==> src/design/dot_perspective_projector_unit_macros.svh <==
// Assertion helpers shared by dpp_front and dpp_fifo
`ifndef DOT_PERSPECTIVE_PROJECTOR_UNIT_MACROS_SVH
`define DOT_PERSPECTIVE_PROJECTOR_UNIT_MACROS_SVH

// property must hold whenever reset is released
`define DPP_ASSERT(lbl, prop, msg) \
    lbl: assert property (@(posedge aclk) disable iff (!aresetn) (prop)) else $error(msg);

// implication checked in the following cycle
`define DPP_ASSERT_NEXT(lbl, cond, prop, msg) \
    lbl: assert property (@(posedge aclk) disable iff (!aresetn) (cond) |=> (prop)) \
        else $error(msg);

`endif

==> src/design/dpp_pkg.sv <==
package dpp_pkg;

    localparam int CoordBits = 16;
    localparam int DepthBits = 18;          // bp in (-...,  ~41768]; vis_s needs bp > 0
    localparam int DivStages = 35;          // divider stages; quotient bits of the column divider

    localparam logic [1:0] RegSine   = 2'd0;
    localparam logic [1:0] RegCosine = 2'd1;
    localparam logic [1:0] RegFade   = 2'd2;

    // front-end classified item
    typedef struct packed {
        logic               vis_s;
        logic               vis_b;
        logic signed [35:0] s9;      // 9*s
        logic signed [23:0] py64;    // 64*pos_y
        logic [16:0]        bp;      // positive depth
    } front_item_t;

    typedef struct packed {
        logic       shadow_visible;
        logic       ball_visible;
        logic [9:0] screen_col;
        logic [7:0] shadow_row;
        logic [8:0] ball_row;
        logic [7:0] shadow_gray;
        logic [7:0] ball_red;
        logic [7:0] ball_green;
        logic [7:0] ball_blue;
    } result_t;

    // fade with f in 0..1023 and c in 0..255
    function automatic logic [7:0] fade_fn(input logic [7:0] c, input logic [9:0] f);
        logic signed [19:0] r;
        logic [17:0] p;
        begin
            p = 18'(({1'b0, 9'd256} - {2'b0, c}) * {8'b0, f});
            if (f > 10'd256)
                r = 20'sd512 - $signed({10'b0, f});
            else
                r = $signed({12'b0, c}) + $signed({2'b0, p[17:8]});
            if (r < 0)
                fade_fn = 8'd0;
            else if (r > 20'sd255)
                fade_fn = 8'd255;
            else
                fade_fn = r[7:0];
        end
    endfunction

endpackage

==> src/design/dpp_fifo.sv <==
`include "dot_perspective_projector_unit_macros.svh"
module dpp_fifo (
    input  logic                 aclk,
    input  logic                 aresetn,
    input  logic                 wr_en,
    input  dpp_pkg::front_item_t wr_data,
    output logic                 almost_full,
    input  logic                 rd_en,
    output logic                 rd_valid,
    output dpp_pkg::front_item_t rd_data
);
    // depth 8; almost_full leaves room for the 2 in-flight front stages
    dpp_pkg::front_item_t mem_reg [8];
    logic [2:0] wp_reg, rp_reg;
    logic [3:0] cnt_reg;

    always_ff @(posedge aclk) begin
        if (!aresetn) begin
            wp_reg  <= '0;
            rp_reg  <= '0;
            cnt_reg <= '0;
        end else begin
            if (wr_en) wp_reg <= wp_reg + 3'd1;
            if (rd_en) rp_reg <= rp_reg + 3'd1;
            cnt_reg <= cnt_reg + 4'(wr_en) - 4'(rd_en);
        end
    end

    always_ff @(posedge aclk) begin
        if (wr_en) mem_reg[wp_reg] <= wr_data;
    end

    assign rd_valid    = cnt_reg != 4'd0;
    assign rd_data     = mem_reg[rp_reg];
    assign almost_full = cnt_reg >= 4'd5;

    `DPP_ASSERT(a_fifo_ovf, !(cnt_reg == 4'd8 && wr_en && !rd_en), "fifo overflow")
    `DPP_ASSERT(a_fifo_udf, !(cnt_reg == 4'd0 && rd_en), "fifo underflow")
endmodule

==> config.mk <==
export PLATFORM = sky130hd
export DESIGN_NAME = dpp_fifo
export DESIGN_NICKNAME = d
export VERILOG_FILES = /design/src/design/dpp_pkg.sv /design/src/design/dpp_fifo.sv
export VERILOG_INCLUDE_DIRS = /design/src /design/src/design
export SDC_FILE = /design/constraint.sdc
export NUM_CORES = 1
export LEC_CHECK = 0
export BUFFER_PORTS_ARGS = -buffer_cell sky130_fd_sc_hd__buf_4
export CAP_MARGIN = 20
export CORE_MARGIN = 5
export CORE_UTILIZATION = 67
export CTS_BUF_LIST = sky130_fd_sc_hd__clkbuf_4
export DETAILED_ROUTE_END_ITERATION = 10
export GPL_TIMING_DRIVEN = 0
export HOLD_SLACK_MARGIN = 0.08
export PLACE_DENSITY = 0.9
export SLEW_MARGIN = 40
export SYNTH_ARGS = -nofsm -noshare
export SYNTH_HDL_FRONTEND = slang
export SYNTH_SLANG_ARGS = --single-unit
==> constraint.sdc <==
create_clock -name aclk -period 14.54 [get_ports aclk]
set_clock_uncertainty 0.1 [all_clocks]
set_input_delay 2.181 -clock aclk [delete_from_list [all_inputs] [get_ports aclk]]
set_output_delay 2.181 -clock aclk [all_outputs]
set_load 0.02 [all_outputs]
# Word-level counts from Yosys, hierarchy flattened

Memories as Yosys holds them, arrays and structs flattened. A register that Yosys moved wholly into a read port is not among the register bits.
Cells that the tools add are included.

Register bits after elaboration: 10
Bits in latches: 0
RAM bits: 632
ROM bits: 0
Bits of input ports: 83
Output and inout port bits: 81
Logic and storage cells: 14
Memories: 1

Memory list:

| name    | depth | bits a word | read ports | clocked after Yosys merged registers in | write ports | line           | source |
|---|---|---|---|---|---|---|---|
| mem_reg | 8     | 79          | 1          | 1                                       | 1           | dpp_fifo.sv:13 | `dpp_pkg::front_item_t mem_reg [8];` |

$add $sub $neg: 4
Multipliers: 0
Div/mod/pow operators: 0
Magnitude comparators: 1
Eq/ne operators: 0
Shift-type cells: 0
Mux-type cells: 4
Bitwise logic cells: 0
Reductions and logical operators: 1

Operator list:

| operator                                                           | count |
|---|---|
| adder 3 x 1 -> 3 bit (second input constant)                       | 2 |
| 2-to-1 mux 3 bit                                                   | 2 |
| adder 4 x 1 -> 4 bit                                               | 1 |
| greater-or-equal comparator 4 x 3 -> 1 bit (second input constant) | 1 |
| nonzero test 4 bit                                                 | 1 |
| subtractor 4 x 1 -> 4 bit                                          | 1 |
| 2-to-1 mux 1 bit                                                   | 2 |

# Longest topological paths before layout

Depth in word-level cells: 3
Mapped depth: 8
Gate-level depth less buffers: 8

# Worst setup path before layout

OpenSTA, ideal clock, no wires.

Path kind: input -> register
Start point: in wr_en
End point: mem mem_reg[0][0] (netlist name), enable pin
Setup time: 613 ps
Arrival time: 7631 ps
Data required time: 13827 ps
Path slack: 6196 ps
Stages: 2
Buffers on the path: 0
Path through: nand2b_1 -> nor3_1

Word-level cells in the longest chain between the ends: 2

Ends and longest elaborated chain:

| element                                | line           | source |
|---|---|---|
| from (decl)                            | dpp_fifo.sv:5  | `input logic wr_en,` |
| 2-to-1 mux 1 bit                       | dpp_fifo.sv:30 | `if (wr_en) mem_reg[wp_reg] <= wr_data;` |
| 2-to-1 mux 1 bit (not written as such) | dpp_fifo.sv:30 |  |
| to (decl)                              | dpp_fifo.sv:13 |  |

Every way passes these cells.

==> flow_summary.toml <==
[clocking]
tritoncts = "done"
holdBufCountCts = 0
numCtsBuffers = 154
clock_tree.buffer_depth = 3
cts_resized = 0
cts-htree-levels = 4
post-cts-setup-buffers = 0
insertion_delay_ns = 0.82
clockRootBuffer = "sky130_fd_sc_hd__clkbuf_4"
cts_sinks = 645
clk_pin_slew_worst_paths_ns = 0.07

[route]
post_drt_wl_per_cell_um = 26.4
drt-vias-per-instance = 6.16
drt_pre_antenna_iters = 5
detail_route.wirelength_um = 51300
drt.antenna.violating_nets = 0
total_vias_in_the_final_route = 11989
dr.first_iter.drc_count = 1168
drcViolationCount = 0

[setup_path]
critPathBufInv = 4
cpMaxStageDelayCell = "sky130_fd_sc_hd__clkbuf_1"
endpoint_kind = "output port"
critical_path.top_delay_family = "buffers and inverters"
timing_worst_setup_path_type = "reg2out"
worstPathCellList = "clkbuf_1, buf_2, clkbuf_1, mux4_2, mux2_2, buf_4"
wp_data_arrival_ns = 3.32
worst_setup_path_start_kind = "flop"
cp_common_cell = "sky130_fd_sc_hd__clkbuf_1"
path_max_fanout = 10
worstPathRequired_ns = 12.26
crit_path_max_incr_delay_ns = 0.63

[synth]
main_combinational_cell_family_by_area_after_synthesis = "multiplexers"
synth-xor-area-share = 0.00180
netlist.area_leader.share = 0.779
syn-instance-count = 984
synth_flop_cell = "sky130_fd_sc_hd__edfxtp_1"
seq_area_frac_synth = 0.790
post_synth.cell_area_avg_um2 = 24.8
synth.largest_area_cell = "sky130_fd_sc_hd__edfxtp_1"
synth.ff_latch_count = 645
synth.top_cells.by_area = "sky130_fd_sc_hd__edfxtp_1, sky130_fd_sc_hd__mux4_2, sky130_fd_sc_hd__mux2_2, sky130_fd_sc_hd__dfxtp_1, sky130_fd_sc_hd__buf_6"
postSynthNetCount = 1076
edff_count_synth = 632
asyncSetResetFlopFracSynth = 0
synthMuxAreaShare = 0.184
synthesis.yosys.warnings = 0
netlist_area_before_placement_um2 = 24400
synth.top_cells.by_count = "sky130_fd_sc_hd__edfxtp_1, sky130_fd_sc_hd__mux4_2, sky130_fd_sc_hd__mux2_2, sky130_fd_sc_hd__clkbuf_1, sky130_fd_sc_hd__buf_6"
synth_adder_area_share = 0.00493
yosysMostFrequentCell = "sky130_fd_sc_hd__edfxtp_1"
synth.lib_cells_used.distinct = 24
synth-simple-area-share = 0.00606
synth_compound_gate_area_share = 0.000719

[grt]
grt_start_max_net_pins = 17
grtUsageTotal = 0.258
global_route_wire_length_before_repair_um = 77200
grt_antenna_before_repair = 3
grt_pass1_vias = 12996
grt_remaining_overflow = 0

[sta]
hold_viol = 0
final_critical_path_setup_slack_ns = 8.94
maxClockFrequency_mhz = 179
post-route-min-period_ns = 5.60
unrepaired_setup_endpoints_after_global_routing = "false"
setup_total_neg_slack_ns = 0
min_period_over_period = 0.385
worst_slew_pin_slew_ns = 0.819
final-max-slew-violation-count = 0
finalSetupViolCount = 0
worst_hold_slack_ns = 0.476
worst_slew_margin_rel = 0.454

[power]
internal-power_w = 0.00303
vdd.ir_drop.worst_mv = 0.0982
switching_share = 0.232
netSwitchingPower_w = 0.000913
p_seq_frac = 0.534
fin_total_pwr_w = 0.00394
power.clock.fraction = 0.359
p_per_area_nw_per_um2 = 135
comb_power_share = 0.107
total_leakage_power_nw = 9.75

[place]
place_worst_setup_slack_ns = 9.80
routabilityCongestion = 0.744
place.port_buffers = 163
detailed_place_hpwl_um = 32500

[floorplanning]
die_wd_um = 201
floorplan.io_pins = 164
std_cell_core_area_um2 = 35700
die_h_um = 201
initial_utilization = 0.682
dieArea_um2 = 40300
rows = 69

[job]
number_of_violations_of_the_max_capacitance_limit = 0

[min_path]
holdCritPathClass = "reg2reg"

[cells_and_area]
syn2layout_area_growth_pct = 19.5
final_net_count = 1462
largest_register_ff_count = 632
layout.filler_cells = 1615
share_of_post_route_cells_with_drive_strength_above_1 = 0.493
final_util = 0.814

[run_status]
status = "finished, final reports clean"
final cells by class:
type                       instances  area [µm²]  area share
antenna                            3        7.51    0.000258
clock buffer                     215        1610      0.0554
multi-input combinational        286        4860       0.167
tap                              461         577      0.0198
sequential                       645       19200       0.661
buffer                            46         295      0.0101
inverter                           7        26.3    0.000903
timing repair buffer             230        2210      0.0758
clock inverter                    53         282     0.00967
worst min-delay path: cells and delay by family, from the launching register on:
family | cells | cell delay (ns)
flip-flops | 1 | 0.32
multiplexers | 1 | 0.13
AND/OR/NAND/NOR | 1 | 0.08
routing by layer:
layer  global-route usage  vias to the layer above  part of all wire  wire, µm
li1                     -                     5066                 -         -
met1                0.345                     6205              0.37     18800
met2                0.428                      613              0.52     26900
met3               0.0649                      101             0.086      4420
met4               0.0860                        4             0.023      1170
met5                    0                        -           0.00041        21
power by group through the flow:
| stage | registers [W] | logic (W) | clock network (W) |
|---|---|---|---|
| CTS | 0.00211 | 0.000427 | 0.00145 |
| finish | 0.00211 | 0.000422 | 0.00141 |
| global route | 0.00211 | 0.000447 | 0.00155 |
| detailed placement | 0.00215 | 0.000423 | 0 |
| floorplan | 0.00215 | 0.000246 | 0 |
| global placement | 0.00216 | 0.000391 | 0 |
cells in the final DEF (no fill, tap or decap), types with 2 or more instances in the layout:
cell type                   synthesis  layout
sky130_fd_sc_hd__clkinv_2           0       3
sky130_fd_sc_hd__buf_8              0      17
sky130_fd_sc_hd__nand2_1            6       6
sky130_fd_sc_hd__diode_2            0       3
sky130_fd_sc_hd__inv_1              7       7
sky130_fd_sc_hd__mux2i_1            3       3
sky130_fd_sc_hd__buf_4              0     183
sky130_fd_sc_hd__xnor2_1            3       3
sky130_fd_sc_hd__nor2b_1            3       3
sky130_fd_sc_hd__nand2b_1           4       4
sky130_fd_sc_hd__edfxtp_1         632     632
sky130_fd_sc_hd__xor2_1             2       2
sky130_fd_sc_hd__dfxtp_1           13      13
sky130_fd_sc_hd__bufinv_16          0       3
sky130_fd_sc_hd__buf_6             14      14
sky130_fd_sc_hd__clkbuf_4           0     215
sky130_fd_sc_hd__clkbuf_1          18      17
sky130_fd_sc_hd__buf_16             0      19
sky130_fd_sc_hd__nor3_2             0       2
sky130_fd_sc_hd__ha_1               8       8
sky130_fd_sc_hd__clkinv_1           0      40
sky130_fd_sc_hd__mux4_2           158     158
sky130_fd_sc_hd__inv_2              0       7
sky130_fd_sc_hd__and2_1             7       7
sky130_fd_sc_hd__buf_2             13      24
sky130_fd_sc_hd__nor2_4             0       6
sky130_fd_sc_hd__mux2_2            79      79
final timing paths:
path	from	endpoint	slack [ns]	cells past startpoint
setup / recovery	flop	rd_data[18]	8.94	6
hold / removal	rp_reg[1]	rp_reg[1]	0.48	2
setup reg to reg	wp_reg[2]	mem_reg[0][60]	11.61	8
hold reg to reg	rp_reg[1]	rp_reg[1]	0.48	2
per-stage QoR:
| step | std cells | area (µm²) |
|---|---|---|
| 3_3_place_gp | 1608 | 26200 |
| 6_report | 1946 | 29100 |
| 3_5_place_dp | 1675 | 27200 |
| 5_1_grt | 1945 | 29100 |
| 2_1_floorplan | 984 | 24400 |
| 4_1_cts | 1943 | 29100 |
kinds of logic (layout without fill, tap and decap cells):
logic type / after synthesis / in the layout
buf+inv: 53 / 551
simple gates: 29 / 29
flops: 645 / 645
compound gates: 3 / 3
mux: 240 / 240
xor+xnor: 5 / 5
other cells: 0 / 3
fa+ha+maj: 9 / 9
Note: power is estimated with default switching activity, not from simulation.
