**config.mk**
```make
export PLATFORM = sky130hd
export DESIGN_NAME = dpp_front
export DESIGN_NICKNAME = d
export VERILOG_FILES = /design/src/design/dpp_pkg.sv /design/src/design/dpp_front.sv
export VERILOG_INCLUDE_DIRS = /design/src /design/src/design
export SDC_FILE = /design/constraint.sdc
export NUM_CORES = 2
export LEC_CHECK = 0
export BUFFER_PORTS_ARGS = -buffer_cell sky130_fd_sc_hd__clkbuf_2
export CORE_ASPECT_RATIO = 0.7
export CORE_UTILIZATION = 55
export CTS_CLUSTER_DIAMETER = 80
export DETAILED_ROUTE_END_ITERATION = 8
export PLACE_DENSITY = 0.72
export SYNTH_ARGS = -nofsm -noshare
export SYNTH_HDL_FRONTEND = slang
export SYNTH_SLANG_ARGS = --single-unit
```
**constraint.sdc**
```tcl
create_clock -name aclk -period 20.1 [get_ports aclk]
set_input_delay 0 -clock aclk [delete_from_list [all_inputs] [get_ports aclk]]
set_output_delay 0 -clock aclk [all_outputs]
set_load 0.01 [all_outputs]
```
**src/design/dot_perspective_projector_unit_macros.svh**
```systemverilog
// Assertion helpers shared by dpp_front and dpp_fifo
`ifndef DOT_PERSPECTIVE_PROJECTOR_UNIT_MACROS_SVH
`define DOT_PERSPECTIVE_PROJECTOR_UNIT_MACROS_SVH

// property must hold whenever reset is released
`define DPP_ASSERT(lbl, prop, msg) \
    lbl: assert property (@(posedge aclk) disable iff (!aresetn) (prop)) else $error(msg);

// implication checked in the following cycle
`define DPP_ASSERT_NEXT(lbl, cond, prop, msg) \
    lbl: assert property (@(posedge aclk) disable iff (!aresetn) (cond) |=> (prop)) \
        else $error(msg);

`endif

```
**src/design/dpp_pkg.sv**
```systemverilog
package dpp_pkg;

    localparam int CoordBits = 16;
    localparam int DepthBits = 18;          // bp in (-...,  ~41768]; vis_s needs bp > 0
    localparam int DivStages = 35;          // divider stages; quotient bits of the column divider

    localparam logic [1:0] RegSine   = 2'd0;
    localparam logic [1:0] RegCosine = 2'd1;
    localparam logic [1:0] RegFade   = 2'd2;

    // front-end classified item
    typedef struct packed {
        logic               vis_s;
        logic               vis_b;
        logic signed [35:0] s9;      // 9*s
        logic signed [23:0] py64;    // 64*pos_y
        logic [16:0]        bp;      // positive depth
    } front_item_t;

    typedef struct packed {
        logic       shadow_visible;
        logic       ball_visible;
        logic [9:0] screen_col;
        logic [7:0] shadow_row;
        logic [8:0] ball_row;
        logic [7:0] shadow_gray;
        logic [7:0] ball_red;
        logic [7:0] ball_green;
        logic [7:0] ball_blue;
    } result_t;

    // fade with f in 0..1023 and c in 0..255
    function automatic logic [7:0] fade_fn(input logic [7:0] c, input logic [9:0] f);
        logic signed [19:0] r;
        logic [17:0] p;
        begin
            p = 18'(({1'b0, 9'd256} - {2'b0, c}) * {8'b0, f});
            if (f > 10'd256)
                r = 20'sd512 - $signed({10'b0, f});
            else
                r = $signed({12'b0, c}) + $signed({2'b0, p[17:8]});
            if (r < 0)
                fade_fn = 8'd0;
            else if (r > 20'sd255)
                fade_fn = 8'd255;
            else
                fade_fn = r[7:0];
        end
    endfunction

endpackage

```
**src/design/dpp_front.sv**
```systemverilog
`include "dot_perspective_projector_unit_macros.svh"
module dpp_front (
    input  logic                    aclk,
    input  logic                    aresetn,
    input  logic                    in_valid,
    input  logic signed [15:0]      pos_x,
    input  logic signed [15:0]      pos_y,
    input  logic signed [15:0]      pos_z,
    input  logic signed [15:0]      rot_sine,
    input  logic signed [15:0]      rot_cosine,
    input  logic                    stall,
    output logic                    out_valid,
    output dpp_pkg::front_item_t    out_item
);
    // stage 1: products
    logic               v1_reg;
    logic signed [31:0] zc_reg, xs_reg, zs_reg, xc_reg;
    logic signed [23:0] py64_reg;
    // stage 2: depth and classification
    logic               v2_reg;
    dpp_pkg::front_item_t it_reg, it_next;

    logic signed [32:0] d, s;
    logic signed [17:0] bp;
    logic signed [35:0] s9;

    always_ff @(posedge aclk) begin
        if (!aresetn) begin
            v1_reg <= 1'b0;
            v2_reg <= 1'b0;
        end else if (!stall) begin
            v1_reg <= in_valid;
            v2_reg <= v1_reg;
        end
    end

    always_ff @(posedge aclk) begin
        if (!stall) begin
            zc_reg   <= pos_z * rot_cosine;
            xs_reg   <= pos_x * rot_sine;
            zs_reg   <= pos_z * rot_sine;
            xc_reg   <= pos_x * rot_cosine;
            py64_reg <= 24'(pos_y) <<< 6;
            it_reg   <= it_next;
        end
    end

    always_comb begin
        d  = 33'(zc_reg) - 33'(xs_reg);
        s  = 33'(zs_reg) + 33'(xc_reg);
        bp = 18'(d >>> 16) + 18'sd9000;
        s9 = 36'(s) * 36'sd9;
        it_next.s9   = s9;
        it_next.py64 = py64_reg;
        it_next.bp   = bp[16:0];
        // 159*2048*bp and 99*bp compares
        it_next.vis_s = (bp > 0) && (s9 <= 36'(bp) * 36'sd325632)
                        && (36'sd524288 <= 36'(bp) * 36'sd99);
        it_next.vis_b = it_next.vis_s && (36'(py64_reg) <= 36'(bp) * 36'sd99);
    end

    assign out_valid = v2_reg;
    assign out_item  = it_reg;

    `DPP_ASSERT_NEXT(a_front_hold, stall && v2_reg, v2_reg, "front dropped item in stall")
    `DPP_ASSERT(a_front_ball, !(v2_reg && it_reg.vis_b && !it_reg.vis_s), "ball w/o shadow")
    `DPP_ASSERT(a_front_bp, !(v2_reg && it_reg.vis_s && it_reg.bp == 17'd0), "zero depth")
endmodule

```
Word-level counts from Yosys, hierarchy flattened

Index checks and enable logic that the tools add are counted.

Flip-flop bits (word level): 217
Word-level logic and storage cells: 29
Output and inout bits: 80

$add $sub $neg: 3
Reductions and logical operators: 3
Order comparisons: 4
$mul: 7

Operator list:

| operator               | count |
|---|---|
| $mul 16x16->32         | 4 |
| $le 36x36->1           | 1 |
| $mul 33x5->36 const B  | 1 |
| $add 32x32->33         | 1 |
| $sub 32x32->33         | 1 |
| $le 21x26->1 const A   | 1 |
| $le 22x26->1           | 1 |
| $mul 18x8->26 const B  | 1 |
| $mul 18x9->25 const B  | 1 |
| $add 17x15->18 const B | 1 |
| $gt 18x1->1 const B    | 1 |
| $logic_and 1x1->1      | 3 |

Depth between registers and ports, before layout

Depth in word-level cells: 7
Mapped depth: 42
Mapped depth without buffers: 40

Worst setup path after synthesis

OpenSTA, ideal clock, no wires.

Path kind: reg2reg
Start: register zc_reg[16]
End: register it_reg (netlist bit out_item[77]) (data pin)
Library setup time: 0.176 ns
Clock period less this slack: 9.014 ns
Arrival: 8.838 ns
Cell stages (with the launch flop): 40
Setup slack: 11.086 ns
Cell sequence: edfxtp_1 ha_1 buf_6 and2_1 buf_6 o2bb2ai_2 o32ai_4 mux2i_1 a311o_1 a21oi_2 or3_1 xor2_1 inv_1 fa_1 inv_1 fa_1 inv_1 fa_1 [... 4 more ...] o211ai_1 o41ai_1 o2111ai_1 a21o_1 a21o_1 a21oi_1 nor2b_1 o21ai_0 a211o_1 xnor3_1 ha_1 nand4_1 nor2_1 nand4_1 or4_1 nor2_1 o311ai_1 nor4_1

RTL lines:

| element                | RTL line        | source |
|---|---|---|
| from (decl)            | dpp_front.sv:17 | `logic signed [31:0] zc_reg, xs_reg, zs_reg, xc_reg;` |
| from (signal assigned) | dpp_front.sv:39 | `zc_reg <= pos_z * rot_cosine;` |
| to (signal assigned)   | dpp_front.sv:44 | `it_reg <= it_next;` |
| to (decl)              | dpp_front.sv:21 | `dpp_pkg::front_item_t it_reg, it_next;` |

==> metrics.md <==
| Metric | Value |
|---|---|
| Run status | `completed` |
| Simple-gate portion of the synthesized area | `13.3%` |
| Initial DRC count | `2908` |
| Worst reg2reg path depth | `36` |
| Drt total wl | `146 mm` |
| Final Hold Fails | `0` |
| Drt drc | `0` |
| Hold Crit Start | `pos_y[8]` |
| Syn avg cell area | `9.55 um^2` |
| Busiest grt layer | `met2` |
| Crit path DAT | `10630 ps` |
| I/O Buffers | `157` |
| Yosys cell types | `96` |
| Die outline height | `273 um` |
| Share of layout cells above drive strength 1 | `4.92%` |
| Fin crit period | `10190 ps` |
| Vias per cell | `5.47` |
| Skew-Pair Late Insertion Delay | `610 ps` |
| Number of enable flip-flop cells after synthesis | `215` |
| Max reg flops | `71` |
| Crit Path Category | `reg -> reg` |
| Clk_skew | `61.4 ps` |
| GR Overflow Total | `0` |
| R2R setup slack | `9910 ps` |
| Startpoint types | `register` |
| RSZ-0062 raised after global routing | `no` |
| WP data required | `20540 ps` |
| Drt wl/cell | `19.4 um` |
| CTS Sinks | `217` |
| Final Max Tran Viols | `0` |
| Worst-Margin Slew | `1120 ps` |
| Post-cts sizing count | `0` |
| H-Tree Depth | `1` |
| Clk slew on worst S/H paths | `60 ps` |
| Clk buf depth | `3` |
| Die X | `389 um` |
| ANT nets after route | `0` |
| Post-synthesis compound-gate area fraction | `7.80%` |
| Initial antenna violation count | `17` |
| Slew HR | `25.3%` |
| Maximum clock rate | `0.0981 GHz` |
| Grt met3 use | `7.30%` |
| Cell Rows | `99` |
| Worst Hold End | `py64_reg[14]$_DFFE_PN_` |
| Synth Area in XOR/XNOR | `4.00%` |
| Total GRT Usage | `28.5%` |
| Vias in the first global route | `43400` |
| Routability congestion estimate | `0.926` |
| Gate count after technology mapping | `6049` |
| Number of I/O pins | `164` |
| Number of synthesized register bits | `217` |
| Fin util | `58.5%` |
| Worst flop-to-flop path startpoint | `zc_reg[8]$_DFFE_PN_` |
| Critical path endpoint category | `register` |
| Max-Cap Viols | `0` |
| CTS Buf Count | `29` |
| Design area | `61000 um^2` |
| Mux cell area share after synthesis | `0.158%` |
| Seq/Total Area, Yosys | `11.2%` |
| First-pass GRT wire length | `237 mm` |
| Area Growth Syn to Fin | `5.60%` |
| Path category of the worst min-delay check | `in -> reg` |
| YS warnings | `0` |
| Met1 Resource Use GR | `41.8%` |
| Worst r2r dst | `out_item[77]$_DFFE_PN_` |
| Synthesized area | `57800 um^2` |
| Drt pass-1 iters | `5` |
| Final nets | `7937` |
| Setup TNS | `0 ps` |
| Crit path from | `zc_reg[8]$_DFFE_PN_` |
| Largest family of logic cells by synthesized area | `adder cells` |
| CP max stage delay | `770 ps` |
| Detailed placement HPWL | `118 mm` |
| Period utilisation layout | `50.7%` |
| WHS Path Cells | `2` |
| Met2 Use GR | `42.3%` |
| Min Hold Slack | `103 ps` |
| Root Buffer Master | `clkbuf_16` |
| Slowest-stage cell, CP | `o311ai_1` |
| Routed vias | `41300` |
| Placed inst area | `59800 um^2` |
| Setup violations, final | `0` |
| Most used flip-flop cell after synthesis | `edfxtp_1` |
| Starting Density | `55.4%` |
| Largest net degree at the start of global routing | `103` |
| Core footprint | `104000 um^2` |
| Synth Area in Adders | `52.9%` |
| Die Footprint | `106000 um^2` |
| Fraction of registers with async set/reset | `0%` |
| Critical Path Fanout Max | `6` |
| TritonCTS clock tree | `yes` |
cell families after synthesis:
kind of cell               count (synthesis)
AOI/OAI and AO/OA                        657
xor gates and xnor gates                 255
adders and majority gates               1760
buffers and inverters                   1601
DFF                                      217
muxes                                      9
other                                      1
and+or+nand+nor                         1549
how the worst max path moves through the flow:
stage / endpoint / slack [ps] / depth (start not counted)
5_1_grt: out_item[77]$_DFFE_PN_ / 8980 / 38
2_1_floorplan: out_item[77]$_DFFE_PN_ / 11090 / 39
4_1_cts: out_item[77]$_DFFE_PN_ / 9860 / 39
3_5_place_dp: out_item[77]$_DFFE_PN_ / 9880 / 38
3_3_place_gp: out_item[77]$_DFFE_PN_ / 10130 / 38
6_report: out_item[77]$_DFFE_PN_ / 9910 / 36
per-stage QoR:
stage	cells	setup WS, ps
floorplan	6054	11090
global placement	7457	10130
detailed placement	7457	9880
CTS	7530	9860
global route	7532	8980
finish	7535	9910
placed cells by master, fill, tap and decap left out, types with 7 or more instances in the layout:
cell / instances
nor2_1: 160
mux2i_1: 8
o21bai_1: 31
inv_1: 1386
buf_4: 45
a211o_1: 11
nand2b_1: 82
nand2_1: 616
or3_1: 8
a21boi_0: 7
o21a_1: 45
ha_1: 621
o31ai_1: 7
a21o_1: 115
clkinv_1: 7
nor3_1: 49
xnor2_1: 181
nand3_1: 49
nor2b_1: 27
edfxtp_1: 215
o211ai_1: 12
a31oi_1: 26
clkbuf_2: 157
o21ai_0: 96
a211oi_1: 18
dlygate4sd3_1: 19
and3_1: 23
a21oi_1: 180
nor4_1: 10
and2_1: 461
nand4_1: 31
fa_1: 1139
a2111oi_0: 9
xor2_1: 66
clkbuf_16: 29
what timing repair did:
action | CTS | global route
setup buffers | 0 | 0
hold buffers | 19 | 0
endpoints found under the hold margin | 18 | 0
layout make-up:
cell class / count / area (um^2)
clock inverter: 24 / 246
fill: 8980 / 43200
antenna: 5 / 12.5
inverter: 1388 / 5220
sequential: 217 / 6500
timing repair buffer: 221 / 1310
clock buffer: 30 / 729
tap: 1414 / 1770
multi-input combinational: 4236 / 45200
critical path, delay by kind of cell (launching register included):
| kind | cells | cell delay (ps) |
|---|---|---|
| AOI/OAI and AO/OA | 14 | 3930 |
| xor gates and xnor gates | 2 | 810 |
| adders and majority gates | 7 | 3030 |
| buffers and inverters | 4 | 370 |
| DFF | 1 | 380 |
| and+or+nand+nor | 9 | 1570 |
synthesized netlist by cell type, types with 6 or more instances:
library cell  number  area, um^2
a31oi_1           26         163
a311o_1            6        60.1
nor3b_1            6        45.0
o2111ai_1          6        52.6
a21boi_0           7        52.6
nor4_1            10        62.6
nor2b_1           27         169
a211o_1           11        96.3
a31o_2             6        52.6
a211oi_1          18         135
nor2_1           160         601
o21ai_0           96         480
nand2b_1          82         513
fa_1            1139       22800
a21o_1           115         863
o31ai_1            7        52.6
a21oi_1          180         901
clkbuf_1         196         736
o21bai_1          31         233
buf_4             11        82.6
nand4_1           31         194
and3_1            23         144
o21a_1            45         338
xnor2_1          181        1590
o211ai_1          12        90.1
nor3_1            49         245
edfxtp_1         215        6460
inv_1           1387        5210
xor2_1            66         578
a2111oi_0          9        78.8
nand3_1           49         245
and2_1           461        2880
or3_1              8        50.1
nand2_1          616        2310
a41o_1             6        60.1
ha_1             621        7770
mux2i_1            8        80.1
routing by layer:
layer,vias up,wire [um]
met4,12,3900
met1,20700,65800
li1,18800,-
met2,1588,61700
met5,-,72
met3,195,14700
Power is not shown: default switching activity piles up to over one toggle a cycle in this logic, so the estimate is an artifact.
